`src/dsk_pkg.sv`:
```
// ----------------------------------------------------------------------------
// Deskew package
// Types and constants shared by the lidar deskew modules.
// ----------------------------------------------------------------------------
`default_nettype none

package dsk_pkg;

  // Item codes as they arrive in the kind field.
  typedef enum logic [1:0] {
    OP_POSE  = 2'd0,
    OP_EXT   = 2'd1,
    OP_END   = 2'd2,
    OP_POINT = 2'd3
  } dsk_op_t;

  localparam logic [31:0] ONE_Q30  = 32'h4000_0000;
  localparam logic [1:0]  ROW_LAST = 2'd2;

  typedef struct packed {
    logic [1:0]  kind;
    logic [6:0]  pose_slot;
    logic [1:0]  row_number;
    logic [31:0] coef_a;
    logic [31:0] coef_b;
    logic [31:0] coef_c;
    logic [31:0] offset_term;
    logic [31:0] point_x;
    logic [31:0] point_y;
    logic [31:0] point_z;
    logic [19:0] time_offset_us;
    logic [7:0]  intensity;
  } dsk_in_t;

  typedef struct packed {
    logic [31:0] out_x;
    logic [31:0] out_y;
    logic [31:0] out_z;
    logic [7:0]  out_intensity;
  } dsk_out_t;

  // Internal word. For loads, word holds the three coefficients and the
  // offset; for points, word[0..2] hold the coordinates.
  typedef struct packed {
    dsk_op_t          op;
    logic [6:0]       slot;
    logic [1:0]       row;
    logic [3:0][31:0] word;
    logic [19:0]      time_us;
    logic [7:0]       intensity;
  } dsk_item_t;

  typedef logic [2:0][2:0][31:0] dsk_rot_t;
  typedef logic [2:0][31:0]      dsk_vec_t;

  localparam dsk_rot_t ROT_IDENTITY = {ONE_Q30, 32'd0, 32'd0,
                                       32'd0, ONE_Q30, 32'd0,
                                       32'd0, 32'd0, ONE_Q30};

endpackage

`default_nettype wire

```
`src/dsk_queue.sv`:
```
// ----------------------------------------------------------------------------
// Deskew queue
// Four-entry queue between the front end and the transform pipeline.
// ----------------------------------------------------------------------------
`default_nettype none

module dsk_queue
  import dsk_pkg::*;
(
  input  wire logic      clk,
  input  wire logic      rst_n,
  input  wire logic      push,
  input  wire dsk_item_t push_item,
  output logic           full,
  input  wire logic      pop,
  output logic           head_valid,
  output dsk_item_t      head_item
);

  dsk_item_t  store_r [4];
  logic [1:0] wr_ptr_r, wr_ptr_nxt;
  logic [1:0] rd_ptr_r, rd_ptr_nxt;
  logic [2:0] count_r, count_nxt;
  logic       do_pop;

  assign full       = (count_r == 3'd4);
  assign head_valid = (count_r != 3'd0);
  assign head_item  = store_r[rd_ptr_r];
  assign do_pop     = pop && head_valid;

  always_comb begin
    wr_ptr_nxt = push ? wr_ptr_r + 2'd1 : wr_ptr_r;
    rd_ptr_nxt = do_pop ? rd_ptr_r + 2'd1 : rd_ptr_r;
    count_nxt  = count_r + {2'd0, push} - {2'd0, do_pop};
  end

  always_ff @(posedge clk) begin
    if (!rst_n) begin
      wr_ptr_r <= '0;
      rd_ptr_r <= '0;
      count_r  <= '0;
    end else begin
      wr_ptr_r <= wr_ptr_nxt;
      rd_ptr_r <= rd_ptr_nxt;
      count_r  <= count_nxt;
    end
  end

  always_ff @(posedge clk) begin
    if (push) begin
      store_r[wr_ptr_r] <= push_item;
    end
  end

endmodule

`default_nettype wire

```
`config.mk`:
```
export PLATFORM = sky130hd
export DESIGN_NAME = dsk_queue
export DESIGN_NICKNAME = d
export VERILOG_FILES = /design/src/dsk_pkg.sv /design/src/dsk_queue.sv
export SDC_FILE = /design/constraint.sdc
export NUM_CORES = 1
export LEC_CHECK = 0
export BUFFER_PORTS_ARGS = -buffer_cell sky130_fd_sc_hd__buf_2
export CORE_MARGIN = 8
export CORE_UTILIZATION = 51
export DETAILED_ROUTE_END_ITERATION = 10
export PLACE_DENSITY = 0.75
export SYNTH_ARGS = -nofsm -noshare
export SYNTH_HDL_FRONTEND = slang
export SYNTH_SLANG_ARGS = --single-unit
```
`constraint.sdc`:
```
create_clock -name clk -period 5.09 [get_ports clk]
set_clock_uncertainty 0.15 [all_clocks]
set_input_delay 0.509 -clock clk [delete_from_list [all_inputs] [get_ports clk]]
set_output_delay 0.509 -clock clk [all_outputs]
set_load 0.01 [all_outputs]
```
==> results of run 1 <==
[metrics by stage]
| stage | setup WS, ps | utilization (%) |
|---|---|---|
| final | 1640 | 64.4 |
| after global routing | 1420 | 64.4 |
| after CTS | 1510 | 64.4 |
| after detailed placement | 2170 | 56.6 |
| after global placement | 2200 | 56.6 |
| after floorplan | 42.1 | - |
[power groups by stage]
| stage | clock network (uW) | logic [uW] | registers [uW] |
|---|---|---|---|
| 2_1_floorplan | 0 | 1580 | 6620 |
| 3_3_place_gp | 0 | 2350 | 6660 |
| 3_5_place_dp | 0 | 2360 | 6690 |
| 4_1_cts | 4710 | 2480 | 6570 |
| 5_1_grt | 4930 | 2610 | 6600 |
| 6_report | 4620 | 2450 | 6570 |
[routing by layer]
| layer | wire (um) | vias to the layer above |
|---|---|---|
| met5 | 49 | - |
| met4 | 1200 | 4 |
| met3 | 3690 | 80 |
| met2 | 27000 | 449 |
| met1 | 20300 | 6213 |
| li1 | - | 5092 |
[worst paths after layout]
path	cells past startpoint	to	from	slack (ps)
worst max-delay path	3	head_item[64]	flip-flop	1640
worst min-delay path	2	count_r[0]$_SDFF_PN0_	rst_n	90
worst max register to register	4	store_r[0][163]$_DFFE_PP_	wr_ptr_r[0]$_SDFFE_PN0P_	2580
worst min register to register	2	flip-flop	rd_ptr_r[1]$_SDFFE_PN0P_	330
[registers in the layout, summed over array words and instances, names as in the netlist, named ones only]
register	cells
store_r	668
count_r	3
rd_ptr_r	2
wr_ptr_r	2
[logic make-up after synthesis]
logic type | synth area share (%)
flops | 82.3
xor+xnor | 0.127
compound gates | 0.0713
mux | 15.5
simple gates | 0.361
buf+inv | 1.25
fa+ha+maj | 0.387
[layout by cell type (no fill, tap or decap), types with 6 or more instances in the layout]
cell,instances
buf_4,8
clkbuf_16,68
buf_2,339
inv_1,6
ha_1,6
dlygate4sd3_1,167
buf_12,7
inv_6,6
clkinv_2,6
clkinv_1,12
edfxtp_1,668
dfxtp_1,7
mux4_2,167
clkbuf_1,19
[worst max-delay path, cell delays in order, from the launching register on]
cell     delay (ps)
dfxtp_4         960
buf_12          410
mux4_2          590
buf_2           180
[cell type report]
cell class / instances / share of cell area [%]
Clock buffer: 87 / 5.78
Inverter: 6 / 0.0734
Sequential cell: 677 / 66.0
Timing Repair Buffer: 521 / 11.6
Tap cell: 615 / 2.51
Antenna cell: 1 / 0.00815
Clock inverter: 33 / 0.888
Multi-Input combinational cell: 197 / 13.2
[timing repair]
| action | 4_1_cts | 5_1_grt |
|---|---|---|
| setup buffers | 0 | 0 |
| hold buffers | 167 | 0 |
| endpoints found under the hold margin | 668 | 0 |
==> results_dict.tcl, run 1 <==
set metrics [dict create \
    routed_via_density 5.54 \
    die_w_um 236 \
    multiInputGateArea_sq_um 4040 \
    setup_tns_ps 0 \
    total_power_uw 13600 \
    yosysTopAreaCell "edfxtp_1" \
    p_leak_uw 0.0104 \
    gr-max-usage-layer "met2" \
    syn-num-nets 1096 \
    die_h_um 236 \
    netlist_top_cells_count "edfxtp_1, mux4_2, buf_2, buf_6, dfxtp_1" \
    endpoint_kind "output port" \
    final_nets 1648 \
    p_int_uw 10300 \
    dp.cells 1849 \
    track_usage_pct 18.6 \
    fin_crit_sh_pct 67.8 \
    cts_tree "done" \
    io_pins 340 \
    drt_wl_total_mm 52.3 \
    final.fill_count 3070 \
    grt_use_met3_pct 5.41 \
    core_region_area_sq_um 47600 \
    switchingPower_uw 3360 \
    ys_warn_count 0 \
    routabilityCongestion 0.725 \
    ys.flop_type "edfxtp_1" \
    clock_latency_ps 590 \
    grt_pass1_wl_mm 78.7 \
    drv_slew 0 \
    htreeDepth 3 \
    setup_viol 0 \
    grt_pass1_vias 12900 \
    tightest_slew_ps 1270 \
    clock_path_buffers 3 \
    grt_max_degree 168 \
    drtAntennaViolNets 0 \
    syn_to_final_growth_pct 24.9 \
    grt_use_met2_pct 31.5 \
    synth_enable_flop_cells 668 \
    yosysMostFrequentCell "edfxtp_1" \
    vdd_ir_drop_max_v 0.000390 \
    antenna_found_initial 2 \
    startpoint_type "flip-flop" \
    seqPwrFrac_pct 48.2 \
    syn_inst 918 \
    yosys-top-cells-area "edfxtp_1, mux4_2, dfxtp_1, buf_6, buf_2" \
    rows 80 \
    share_comb_of_total_power_pct 17.9 \
    clockRootBuffer "clkbuf_16" \
    cts_sinks 677 \
    period_minus_slack_ps 3450 \
    hold_viol 0 \
    grt_overflow_total 0 \
    swShare_pct 24.6 \
    drc_errors 0 \
    drv_cap 0 \
    die_area_sq_um 55500 \
    io_buffers 339 \
    cp.arrival_ps 2790 \
    outcome "finished, final reports clean" \
    ys_types 20 \
    seq_area_frac_synth_pct 82.3 \
    clock_power_share_pct 33.9 \
    cts-buffers-inserted 67 \
    critical_path.max_fanout 42 \
    clkTransAtPathRegs_ps 60 \
    crit_required_ps 4430 \
    clock.fmax_mhz 290 \
    fin_hold_ws_ps 88.0 \
    dr.pass1.iters 5 \
    vias 11800 \
    final-seq-area_sq_um 20200 \
    post_dp_cell_area_sq_um 27000 \
    async_reset_ff_share_pct 0 \
    avgSynthCellArea_sq_um 26.8 \
    ctsResizeCount 0 \
    first_iter_violations 914 \
    final_cells 2137 \
    use_met1_pct 22.8 \
    relSlewSlack_pct 15.4 \
    rsz0062_at_grt "no" \
    wl_per_cell_um 24.5 \
    power_density_nw_per_um2 444 \
    place.detailed.hpwl_mm 28.9 \
    syn_area_sq_um 24600 \
    crit_type "reg2out" \
    hold_path.class "in2reg" \
    drive_above_1_share_pct 40.5 \
    synth_top_area_share_pct 81.6 \
    initial_core_util_pct 51.6 \
    design_area_sq_um 30700 \
    ys_ff_latch 677 \
]
(Power assumes the default switching activity.)
==> run 2, diff against run 1 <==
- clock period: 5.09 -> 3.05 ns (I/O delays scaled with it)
==> run 2 against run 1 <==
  * Sequential share of layout area fell by 1.1 points
  * First-iteration DRC count down 4.7%
  * Core utilization rose by 1.1 points
  * Highest routed layer unchanged
  * Flip-flop and latch count stayed put
  * Critical path depth is the same
  * Die area unchanged
  * Setup slack worse by 1400 ps
  * Power increased by 69%
==> results_dict.tcl, run 2 (synthesized netlist as in run 1, its figures left out) <==
set metrics [dict create \
    outcome "finished, final reports clean" \
    hold_end "store_r[2][92]$_DFFE_PP_" \
    r2r_start "count_r[1]$_SDFF_PN0_" \
    clock_latency_ps 580 \
    mostFrequentLayoutCells "edfxtp_1, buf_2, dlygate4sd3_1, mux4_2, clkbuf_16" \
    grt_overflow_total 0 \
    cts-buffers-inserted 68 \
    endpoint_kind "output port" \
    setup_tns_ps 0 \
    total_power_uw 23100 \
    clock_path_buffers 3 \
    final.fill_count 3016 \
    vias 11700 \
    drt_wl_total_mm 51.9 \
    reg_top3 "store_r (668), count_r (3)" \
    reg2reg_slack_ps 860 \
    tightest_slew_ps 689 \
    clkTransAtPathRegs_ps 60 \
    io_pins 340 \
    power_density_nw_per_um2 740 \
    grt_pass1_wl_mm 79.0 \
    die_h_um 236 \
    cts_tree "done" \
    crit_type "reg2out" \
    postCtsHoldBufs 171 \
    layout_setup_ws_ps 272 \
    reg2reg_to "count_r[2]$_SDFF_PN0_" \
    syn_to_final_growth_pct 27.0 \
    drtAntennaViolNets 0 \
    die_w_um 236 \
    final_nets 1675 \
    crit_required_ps 2590 \
    holdPathStages 2 \
    largest_register_ffs 668 \
    hp-start "push_item[92]" \
    routabilityCongestion 0.737 \
    dr.pass1.iters 5 \
    fin_crit_sh_pct 91.1 \
    cts_sinks 677 \
    grt_use_met3_pct 5.92 \
    wl_per_cell_um 23.9 \
    period_minus_slack_ps 2780 \
    gr-max-usage-layer "met2" \
    track_usage_pct 18.7 \
    clock.fmax_mhz 360 \
    rows 80 \
    setup_viol 0 \
    layout_commonest_cell "edfxtp_1" \
    ctsResizeCount 0 \
    grt_max_degree 60 \
    drive_above_1_share_pct 41.7 \
    drc_errors 0 \
    core_region_area_sq_um 47600 \
    post-route-util_pct 65.5 \
    cp.arrival_ps 2320 \
    regMostFlops "store_r" \
    rsz0062_at_grt "no" \
    clockRootBuffer "clkbuf_16" \
    grt_use_met2_pct 31.5 \
    drv_cap 0 \
    routed_via_density 5.41 \
    place.detailed.hpwl_mm 31.0 \
    postCtsSetupBuffers 0 \
    hold_viol 0 \
    initial_core_util_pct 51.6 \
    startpoint_type "flip-flop" \
    hold_path.class "in2reg" \
    htreeDepth 3 \
    grt_pass1_vias 12900 \
    antenna_found_initial 7 \
    use_met1_pct 23.0 \
    critical_path.max_fanout 46 \
    drv_slew 0 \
    p_leak_uw 0.0106 \
    relSlewSlack_pct 54.1 \
    first_iter_violations 871 \
    die_area_sq_um 55500 \
    vdd_ir_drop_max_v 0.000535 \
    io_buffers 339 \
    pre_cts_ws_ps 842 \
    r2r_cells 7 \
]
==> run 2: cell types whose count changed in the layout (fill, tap and decap cells not counted), sizes merged <==
cell / previous run / this run
clkinv: 20 / 29
buf: 354 / 376
clkbuf: 87 / 77
bufinv: 3 / 5
dlygate4sd3: 167 / 171
diode: 1 / 7
==> run 2: layout make-up <==
cell class	instances	area [sq um]	share of cell area, %
clock buffer	77	1760	5.63
clock inverter	44	365	1.17
inverter	6	22.5	0.0722
timing repair buffer	547	3990	12.8
sequential	677	20200	64.9
tap	615	769	2.47
multi-input combinational	197	4040	13.0
antenna	7	17.5	0.0561
==> run 2: how the worst max path moves through the flow <==
stage,from,to,slack (ps)
2_1_floorplan,wr_ptr_r[0]$_SDFFE_PN0P_,store_r[2][0]$_DFFE_PP_,740
3_3_place_gp,flip-flop,head_item[48],850
3_5_place_dp,flip-flop,head_item[48],840
4_1_cts,flip-flop,head_item[48],200
5_1_grt,flip-flop,head_item[48],110
6_report,flip-flop,head_item[48],270
==> run 2: per-layer routing <==
metal	part of all wire, %	wire (um)	up-vias
li1	-	-	5147
met1	39	20200	6113
met2	51	26500	393
met3	7.4	3840	91
met4	2.5	1280	4
met5	0.042	22	-
==> run 2: stage by stage <==
step | std cells | hold WS [ps] | cell area, sq um
after CTS | 2163 | 262 | 31200
after global placement | 1871 | 299 | 27400
after global routing | 2167 | 287 | 31200
after floorplan | 918 | 254 | 24600
final | 2170 | 310 | 31200
after detailed placement | 1871 | 319 | 27400
==> run 2: power by group <==
group          internal (uW)  switching, uW  total [uW]
combinational           2160           2120        4280
clock                   4580           3340        7920
sequential             10700            180       10900
total                  17500           5630       23100
==> run 2: critical path, cell delays in order (launching register included) <==
cell     delay (ps)
dfxtp_4         550
buf_12          370
mux4_2          590
buf_2           170
