### src/dsk_pkg.sv
// ----------------------------------------------------------------------------
// Deskew package
// Types and constants shared by the lidar deskew modules.
// ----------------------------------------------------------------------------
`default_nettype none

package dsk_pkg;

  // Item codes as they arrive in the kind field.
  typedef enum logic [1:0] {
    OP_POSE  = 2'd0,
    OP_EXT   = 2'd1,
    OP_END   = 2'd2,
    OP_POINT = 2'd3
  } dsk_op_t;

  localparam logic [31:0] ONE_Q30  = 32'h4000_0000;
  localparam logic [1:0]  ROW_LAST = 2'd2;

  typedef struct packed {
    logic [1:0]  kind;
    logic [6:0]  pose_slot;
    logic [1:0]  row_number;
    logic [31:0] coef_a;
    logic [31:0] coef_b;
    logic [31:0] coef_c;
    logic [31:0] offset_term;
    logic [31:0] point_x;
    logic [31:0] point_y;
    logic [31:0] point_z;
    logic [19:0] time_offset_us;
    logic [7:0]  intensity;
  } dsk_in_t;

  typedef struct packed {
    logic [31:0] out_x;
    logic [31:0] out_y;
    logic [31:0] out_z;
    logic [7:0]  out_intensity;
  } dsk_out_t;

  // Internal word. For loads, word holds the three coefficients and the
  // offset; for points, word[0..2] hold the coordinates.
  typedef struct packed {
    dsk_op_t          op;
    logic [6:0]       slot;
    logic [1:0]       row;
    logic [3:0][31:0] word;
    logic [19:0]      time_us;
    logic [7:0]       intensity;
  } dsk_item_t;

  typedef logic [2:0][2:0][31:0] dsk_rot_t;
  typedef logic [2:0][31:0]      dsk_vec_t;

  localparam dsk_rot_t ROT_IDENTITY = {ONE_Q30, 32'd0, 32'd0,
                                       32'd0, ONE_Q30, 32'd0,
                                       32'd0, 32'd0, ONE_Q30};

endpackage

`default_nettype wire

### src/dsk_front.sv
// ----------------------------------------------------------------------------
// Deskew front end
// Accepts input words, decodes the kind and drops loads that write nothing.
// ----------------------------------------------------------------------------
`default_nettype none

module dsk_front
  import dsk_pkg::*;
#(
  parameter int POSE_DEPTH = 128
) (
  input  wire logic      in_valid,
  output logic           in_stall,
  input  wire dsk_in_t   in_data,
  input  wire logic      q_full,
  output logic           push,
  output dsk_item_t      item
);

  dsk_op_t op_c;
  logic    keep_c;

  always_comb begin
    op_c   = dsk_op_t'(in_data.kind);
    keep_c = 1'b1;
    if (op_c != OP_POINT) begin
      if (in_data.row_number > ROW_LAST) begin
        keep_c = 1'b0;
      end
      if (op_c == OP_POSE && {25'd0, in_data.pose_slot} >= 32'(POSE_DEPTH)) begin
        keep_c = 1'b0;
      end
    end
  end

  always_comb begin
    item.op        = op_c;
    item.slot      = in_data.pose_slot;
    item.row       = in_data.row_number;
    item.time_us   = in_data.time_offset_us;
    item.intensity = in_data.intensity;
    if (op_c == OP_POINT) begin
      item.word = {32'd0, in_data.point_z, in_data.point_y, in_data.point_x};
    end else begin
      item.word = {in_data.offset_term, in_data.coef_c, in_data.coef_b, in_data.coef_a};
    end
  end

  assign in_stall = q_full;
  assign push     = in_valid && !q_full && keep_c;

endmodule

`default_nettype wire

### config.mk
export PLATFORM = sky130hd
export DESIGN_NAME = dsk_front
export DESIGN_NICKNAME = d
export VERILOG_FILES = /design/src/dsk_pkg.sv /design/src/dsk_front.sv
export SDC_FILE = /design/constraint.sdc
export NUM_CORES = 1
export LEC_CHECK = 0
export BUFFER_PORTS_ARGS = -buffer_cell sky130_fd_sc_hd__buf_2
export CAP_MARGIN = 15
export CORE_AREA = 5 5 167 169
export DETAILED_ROUTE_END_ITERATION = 6
export DIE_AREA = 0 0 172 174
export GPL_ROUTABILITY_DRIVEN = 1
export GPL_TIMING_DRIVEN = 0
export PLACE_DENSITY = 0.44
export REMOVE_ABC_BUFFERS = 1
export SYNTH_ARGS = -nofsm -noshare
export SYNTH_HDL_FRONTEND = slang
export SYNTH_SLANG_ARGS = --single-unit
### constraint.sdc
create_clock -name vclk -period 1.8
set_input_delay 0.27 -clock vclk [all_inputs]
set_output_delay 0.27 -clock vclk [all_outputs]
set_load 0.005 [all_outputs]
==> run summary, run 1 <==
nets - 765
Max-slew headroom - 0.769
status - complete, no violations
hold_sp - in_data[21]
Crit path required time - 1.53 ns
Die X - 172 um
leak pwr - 2.34 nW
Crit Path Max Fanout - 55
pwr dens - 233 mW/mm2
setup TNS - 0 ns
hold_ws - 0.540 ns
total number of vias - 2572
Chip Height - 174 um
core footprint - 0.0264 mm2
Synth top area share - 0.573
overall routing resource usage - 0.0711
largest net degree at the start of global routing - 65
Critical Path AT - 1.45 ns
most frequent cells in the layout - buf_2, mux2_4, and2_1
Core Util, Final - 0.149
Slew Limit Fails - 0
clock network fraction of design power - 0
sequential cell count - 0
fillers - 3015
critical-path cell list - buf_2 -> nand2_8 -> buf_16 -> mux2_4 -> buf_2
row count - 60
Syn. warnings - 0
cell taking the most area after synthesis - mux2_4
Initial Utilization - 0.0764
post-synthesis cell count - 185
Peak Freq - 0.583 GHz
Post-DP HPWL - 11800 um
input/output buffers - 364
grt ovf - 0
Post-Syn Area - 0.00202 mm2
Distinct cells, synth - 10
Pre-Repair DR Iteration Count - 4
fin crit share - 0.953
sequential share of power - 0
io pins - 434
cts hold-fix bufs - 0
RSZ-0062 raised after global routing - false
startpoint types - input pin
Register Area - 0 um2
Fin. Hold Viols - 0
net switching power - 331 uW
post-synthesis sequential area ratio - 0
P_int - 588 uW
Crit Path Category - in2out
combinational share of power - 1.000
clock buffers - 0
drt total wl - 13000 um
first-pass GRT wire length - 15900 um
cell repeated most along the worst path - buf_2
Critical Path End - item[53]
WL/cell - 15.5 um
initial DRC count - 25
largest vdd supply drop - 55.1 uV
Critical-path top delay cell - mux2_4
maxcap violations - 0
vias in the first global route - 2586
endpoints failing setup - 0
ranking of synthesized cells by area - mux2_4, buf_4, mux2_2, and2_1, buf_6
switching share of power - 0.360
CP max stage delay - 0.34 ns
Die Area - 0.0299 mm2
HP Class - in2out
share of cells above drive strength 1 - 0.934
Routability Congestion - 0.741
Area Overhead vs Synth - 95.1%
Final ANT Viol Nets - 0
Mapped Avg Cell Area - 10.9 um2
residual DRC count - 0
CP endpoint kind - primary output
drt via density - 3.07
min cycle time layout - 1.72 ns
initial antenna violation count - 0
antenna diode count - 0
launch point of the worst path - in_data[261]
commonest non-fill, non-tap cell in the layout - buf_2
Worst-Margin Slew - 0.346 ns
## critical path: cells and delay by family
family | cells | cell delay, ns
buffers and inverters | 3 | 0.57
multiplexers | 1 | 0.34
AND/OR/NAND/NOR | 1 | 0.18
## synth_stat cells, drive strengths merged
master	n
nand2	1
inv	1
clkbuf	3
a311oi	1
and2	32
buf	51
mux2	96
## stage by stage
stage | setup slack [ns] | power, mW | instances | area, um2
after floorplan | -2.67 | 0.455 | 131 | 1590
after global routing | 0.0434 | 1.00 | 839 | 3940
after detailed placement | -0.0344 | 0.927 | 838 | 3900
final | 0.0839 | 0.919 | 839 | 3940
after global placement | -4.25 | 0.993 | 836 | 3840
after CTS | 0.0278 | 0.932 | 838 | 3910
## layout make-up
| class | instances | area, um2 | share of cell area |
|---|---|---|---|
| Inverter | 1 | 3.75 | 0.000953 |
| Multi-Input combinational cell | 130 | 1610 | 0.408 |
| Tap cell | 341 | 427 | 0.108 |
| Timing Repair Buffer | 367 | 1900 | 0.483 |
## power groups by stage
stage / clock, mW / combinational (mW) / sequential [mW]
global placement: 0 / 0.993 / 0
detailed placement: 0 / 0.927 / 0
CTS: 0 / 0.932 / 0
finish: 0 / 0.919 / 0
global route: 0 / 1.00 / 0
floorplan: 0 / 0.455 / 0
## cell families after synthesis
kind of cell | synth area share
AOI/OAI and AO/OA | 0.00744
buffers and inverters | 0.213
muxes | 0.679
and+or+nand+nor | 0.101
## metal layers
metal	GRT usage	vias up	part of all wire
met1	0.0809	1093	0.36
li1	-	1228	-
met5	0	-	0
met3	0.0475	6	0.19
met2	0.118	245	0.45
met4	0.000655	0	0.0012
## repair_timing
item	in CTS	in global routing
cloned	0	1
endpoints found under the setup margin	3	3
buffers inserted	0	0
resized for setup	1	0
## how the worst min path moves through the flow
stage                           to  slack, ns  cells after the start
after CTS                 item[25]       0.54                      0
final                     item[21]       0.54                      0
after detailed placement  item[25]       0.54                      0
after floorplan           in_stall       0.54                      0
after global routing      item[22]       0.54                      0
after global placement    item[25]       0.54                      0
Power figures use the tool's default switching activity.
==> run 2: changes to the inputs <==
MAX_ROUTING_LAYER = met4   (was default)
==> run 2 against run 1 <==
  * Die area unchanged
  * Clock-buffer cell count unchanged
  * Fmax about the same
  * Routed wire length about the same
  * Global-route usage increased by 0.21 points
  * Critical path depth unchanged
==> run summary, run 2 (synthesis results as in run 1) <==
status - complete, no violations
fillers - 3015 (unchanged)
overall routing resource usage - 0.0732 (+0.00208)
io pins - 434 (unchanged)
Fin. Hold Viols - 0 (unchanged)
antenna diode count - 0 (unchanged)
maxcap violations - 0 (unchanged)
cell repeated most along the worst path - buf_2
Critical-path top delay cell - mux2_4
fin crit share - 0.953 (about the same)
min cycle time layout - 1.72 ns (-0.000255 ns)
cts hold-fix bufs - 0 (unchanged)
nets - 765 (unchanged)
Final ANT Viol Nets - 0 (unchanged)
sequential cell count - 0 (unchanged)
Peak Freq - 0.583 GHz (about the same)
core footprint - 0.0264 mm2 (unchanged)
vias in the first global route - 2589 (+0.12%)
Die X - 172 um (unchanged)
Pre-Repair DR Iteration Count - 4 (unchanged)
Worst-Margin Slew - 0.346 ns (-0.000146 ns)
Crit Path Category - in2out
largest vdd supply drop - 55.1 uV (about the same)
Crit Path Max Fanout - 55 (unchanged)
drt via density - 3.08 (+0.31%)
Core Util, Final - 0.149 (unchanged)
Max-slew headroom - 0.769 (about the same)
residual DRC count - 0 (unchanged)
Area Overhead vs Synth - 95.1% (unchanged)
post-route setup slack - 0.0842 ns (+0.000255 ns)
initial DRC count - 25 (unchanged)
largest net degree at the start of global routing - 65 (unchanged)
RSZ-0062 raised after global routing - false
Chip Height - 174 um (unchanged)
clock buffers - 0 (unchanged)
commonest non-fill, non-tap cell in the layout - buf_2
Initial Utilization - 0.0764 (unchanged)
most frequent cells in the layout - buf_2, mux2_4, and2_1
endpoints failing setup - 0 (unchanged)
Slew Limit Fails - 0 (unchanged)
drt total wl - 13000 um (about the same)
startpoint types - input pin
hold_ws - 0.540 ns (-0.00000100 ns)
setup TNS - 0 ns (unchanged)
total number of vias - 2580 (+0.31%)
Register Area - 0 um2 (unchanged)
Critical Path AT - 1.45 ns (about the same)
input/output buffers - 364 (unchanged)
share of cells above drive strength 1 - 0.934 (unchanged)
total power draw - 920 uW (about the same)
HP Class - in2out
critical-path cell list - buf_2 -> nand2_8 -> buf_16 -> mux2_4 -> buf_2
pwr dens - 234 mW/mm2 (about the same)
Post-DP HPWL - 11800 um (unchanged)
Die Area - 0.0299 mm2 (unchanged)
CP endpoint kind - primary output
grt ovf - 0 (unchanged)
leak pwr - 2.34 nW (unchanged)
Crit path required time - 1.53 ns (about the same)
row count - 60 (unchanged)
first-pass GRT wire length - 16000 um (+0.26%)
worst slack, placed - -0.0344 ns (unchanged)
WL/cell - 15.5 um (about the same)
Routability Congestion - 0.751 (+1.3%)
postcts setup bufs - 0 (unchanged)
CP max stage delay - 0.34 ns (about the same)
initial antenna violation count - 0 (unchanged)
run 2: cell counts in the layout (fill, tap and decap cells not counted):
No cell type changed its count.
run 2: worst max-delay path, delay by kind of cell:
kind / cells / cell delay (ns)
buf+inv: 3 / 0.57
mux: 1 / 0.34
simple gates: 1 / 0.18
run 2: cell type report:
cell class / instances / area (um2) / area share
repair buffers: 367 / 1900 / 0.483
multi-input cells: 130 / 1610 / 0.408
well taps: 341 / 427 / 0.108
inverters: 1 / 3.75 / 0.000953
run 2: path summary, 6_finish.rpt:
kind / startpoint / to / slack, ns / cells after the start
worst max-delay path: in_data[261] / item[53] / 0.08 / 5
worst min-delay path: in_data[21] / item[21] / 0.54 / 0
run 2: timing repair:
| item | 4_1_cts | 5_1_grt |
|---|---|---|
| resized for setup | 1 | 0 |
| cloned | 0 | 1 |
| endpoints found under the hold margin | 0 | 0 |
| endpoints found under the setup margin | 3 | 3 |
run 2: power breakdown:
part	total [mW]	internal, mW	switching (mW)	leakage, nW
Combinational	0.920	0.588	0.332	2.34
Sequential	0	0	0	0
Clock	0	0	0	0
Total	0.920	0.588	0.332	2.34
run 2: layer usage:
metal | share of wire | vias up | track usage
li1 | - | 1228 | -
met1 | 0.37 | 1109 | 0.0838
met2 | 0.45 | 241 | 0.118
met3 | 0.18 | 2 | 0.0430
met4 | 0.00092 | 0 | 0.000655
met5 | 0 | - | -
run 2: stage by stage:
step                      cells  cell area [um2]
after floorplan             131             1590
after global placement      836             3840
after detailed placement    838             3900
after CTS                   838             3910
after global routing        839             3940
final                       839             3940
==> run 3: changes to the inputs <==
CELL_PAD_IN_SITES_DETAIL_PLACEMENT = 2   (was default)
CELL_PAD_IN_SITES_GLOBAL_PLACEMENT = 2   (was default)
CORE_AREA = 5 5 166 168   (was 5 5 167 169)
DIE_AREA = 0 0 171 173   (was 0 0 172 174)
PLACE_DENSITY = 0.79   (was 0.44)
==> run 3 against run 2 <==
  * Highest routed layer is now met3
  * Clock-buffer cell count unchanged
  * Worst hold slack about the same
  * Worst setup slack better by 0.027 ns
==> run summary, run 3 (synthesis results as in run 1) <==
total number of vias - 2695 (+4.5%)
cts hold-fix bufs - 0 (unchanged)
clock buffers - 0 (unchanged)
CP endpoint kind - primary output
Max-slew headroom - 0.756 (-0.0134)
io pins - 434 (unchanged)
hold_ws - 0.540 ns (-0.00000100 ns)
RSZ-0062 raised after global routing - false
pwr dens - 235 mW/mm2 (+0.73%)
metal2 WL - 6730 um (+15%)
first-pass GRT wire length - 18000 um (+13%)
startpoint types - input pin
endpoints failing setup - 0 (unchanged)
Crit Path Category - in2out
Fin. Hold Viols - 0 (unchanged)
WL/cell - 16.3 um (+4.7%)
leak pwr - 2.33 nW (-0.56%)
min cycle time layout - 1.69 ns (-0.0269 ns)
Routability Congestion - 0.715 (-4.7%)
nets - 764 (-0.13%)
Initial Utilization - 0.0783 (+0.00196)
residual DRC count - 0 (unchanged)
Crit path required time - 1.53 ns (about the same)
met3 WL post-DR - 2390 um (about the same)
DR top layer - met3
input/output buffers - 364 (unchanged)
drt total wl - 13500 um (+3.9%)
Critical Path AT - 1.42 ns (-0.03 ns)
largest net degree at the start of global routing - 64 (-1.5%)
Die X - 171 um (-0.58%)
overall routing resource usage - 0.0813 (+0.00814)
vias in the first global route - 3158 (+22%)
Core Util, Final - 0.152 (+0.00266)
drt via density - 3.24 (+5.2%)
maxcap violations - 0 (unchanged)
Chip Height - 173 um (-0.57%)
Metal-1 WL - 4430 um (-7.5%)
row count - 59 (-1.7%)
largest vdd supply drop - 90.3 uV (+64%)
Final ANT Viol Nets - 0 (unchanged)
total power draw - 919 uW (about the same)
Register Area - 0 um2 (unchanged)
commonest non-fill, non-tap cell in the layout - buf_2
sequential cell count - 0 (unchanged)
Die Area - 0.0296 mm2 (-1.2%)
Area Overhead vs Synth - 93.6%
HP Class - in2out
most frequent cells in the layout - buf_2, mux2_4, and2_1
Peak Freq - 0.592 GHz (+1.6%)
grt ovf - 0 (unchanged)
Worst-Margin Slew - 0.366 ns (+0.0201 ns)
share of cells above drive strength 1 - 0.934 (about the same)
Slew Limit Fails - 0 (unchanged)
status - complete, no violations
Crit Path Max Fanout - 56 (+1.8%)
Post-DP HPWL - 12700 um (+7.7%)
initial DRC count - 28 (+12%)
core footprint - 0.0258 mm2 (-2.5%)
initial antenna violation count - 1 (+1)
fin crit share - 0.938 (-0.0149)
Pre-Repair DR Iteration Count - 4 (unchanged)
run 3: power breakdown:
part           internal, mW    total (mW)  switching [mW]  leakage [nW]
registers                 0             0               0             0
clock network  0.0000000743  0.0000000743               0    0.00000634
logic                 0.584         0.919           0.336          2.33
total                 0.584         0.919           0.336          2.33
run 3: final timing paths:
| path | from | end | slack, ns | cells after the start |
|---|---|---|---|---|
| worst min-delay path | in_data[17] | item[17] | 0.54 | 0 |
| worst max-delay path | in_data[261] | item[83] | 0.11 | 5 |
run 3: stage by stage:
step                      TNS [ns]  cell area (um2)  worst slack, ns  cells
final                            0             3910            0.111    833
after global routing             0             3910           0.0499    833
after CTS                        0             3900           0.0225    832
after detailed placement         0             3900           0.0206    832
after global placement     -515.10             3830            -4.21    830
after floorplan            -332.24             1590            -2.67    131
run 3: area by class of cell:
type                       count  area, um2
timing repair buffer         366       1880
inverter                       1       3.75
tap                          335        419
fill                        3096      21900
antenna                        1       2.50
multi-input combinational    130       1610
run 3: repair_timing:
| action | CTS | global route |
|---|---|---|
| setup buffers | 0 | 0 |
| setup endpoints to repair | 0 | 10 |
| endpoints found under the hold margin | 0 | 0 |
| gates resized for setup | 0 | 1 |
run 3: routing by layer:
layer  track usage  vias up
met5             -        -
met4      0.000330        0
met3        0.0429        0
met2         0.151      279
met1        0.0802     1190
li1              -     1226
run 3: critical path, stage by stage:
cell and delay [ns]:
buf_2 0.14, nand2_8 0.15, buf_16 0.31, mux2_4 0.34
buf_2 0.13
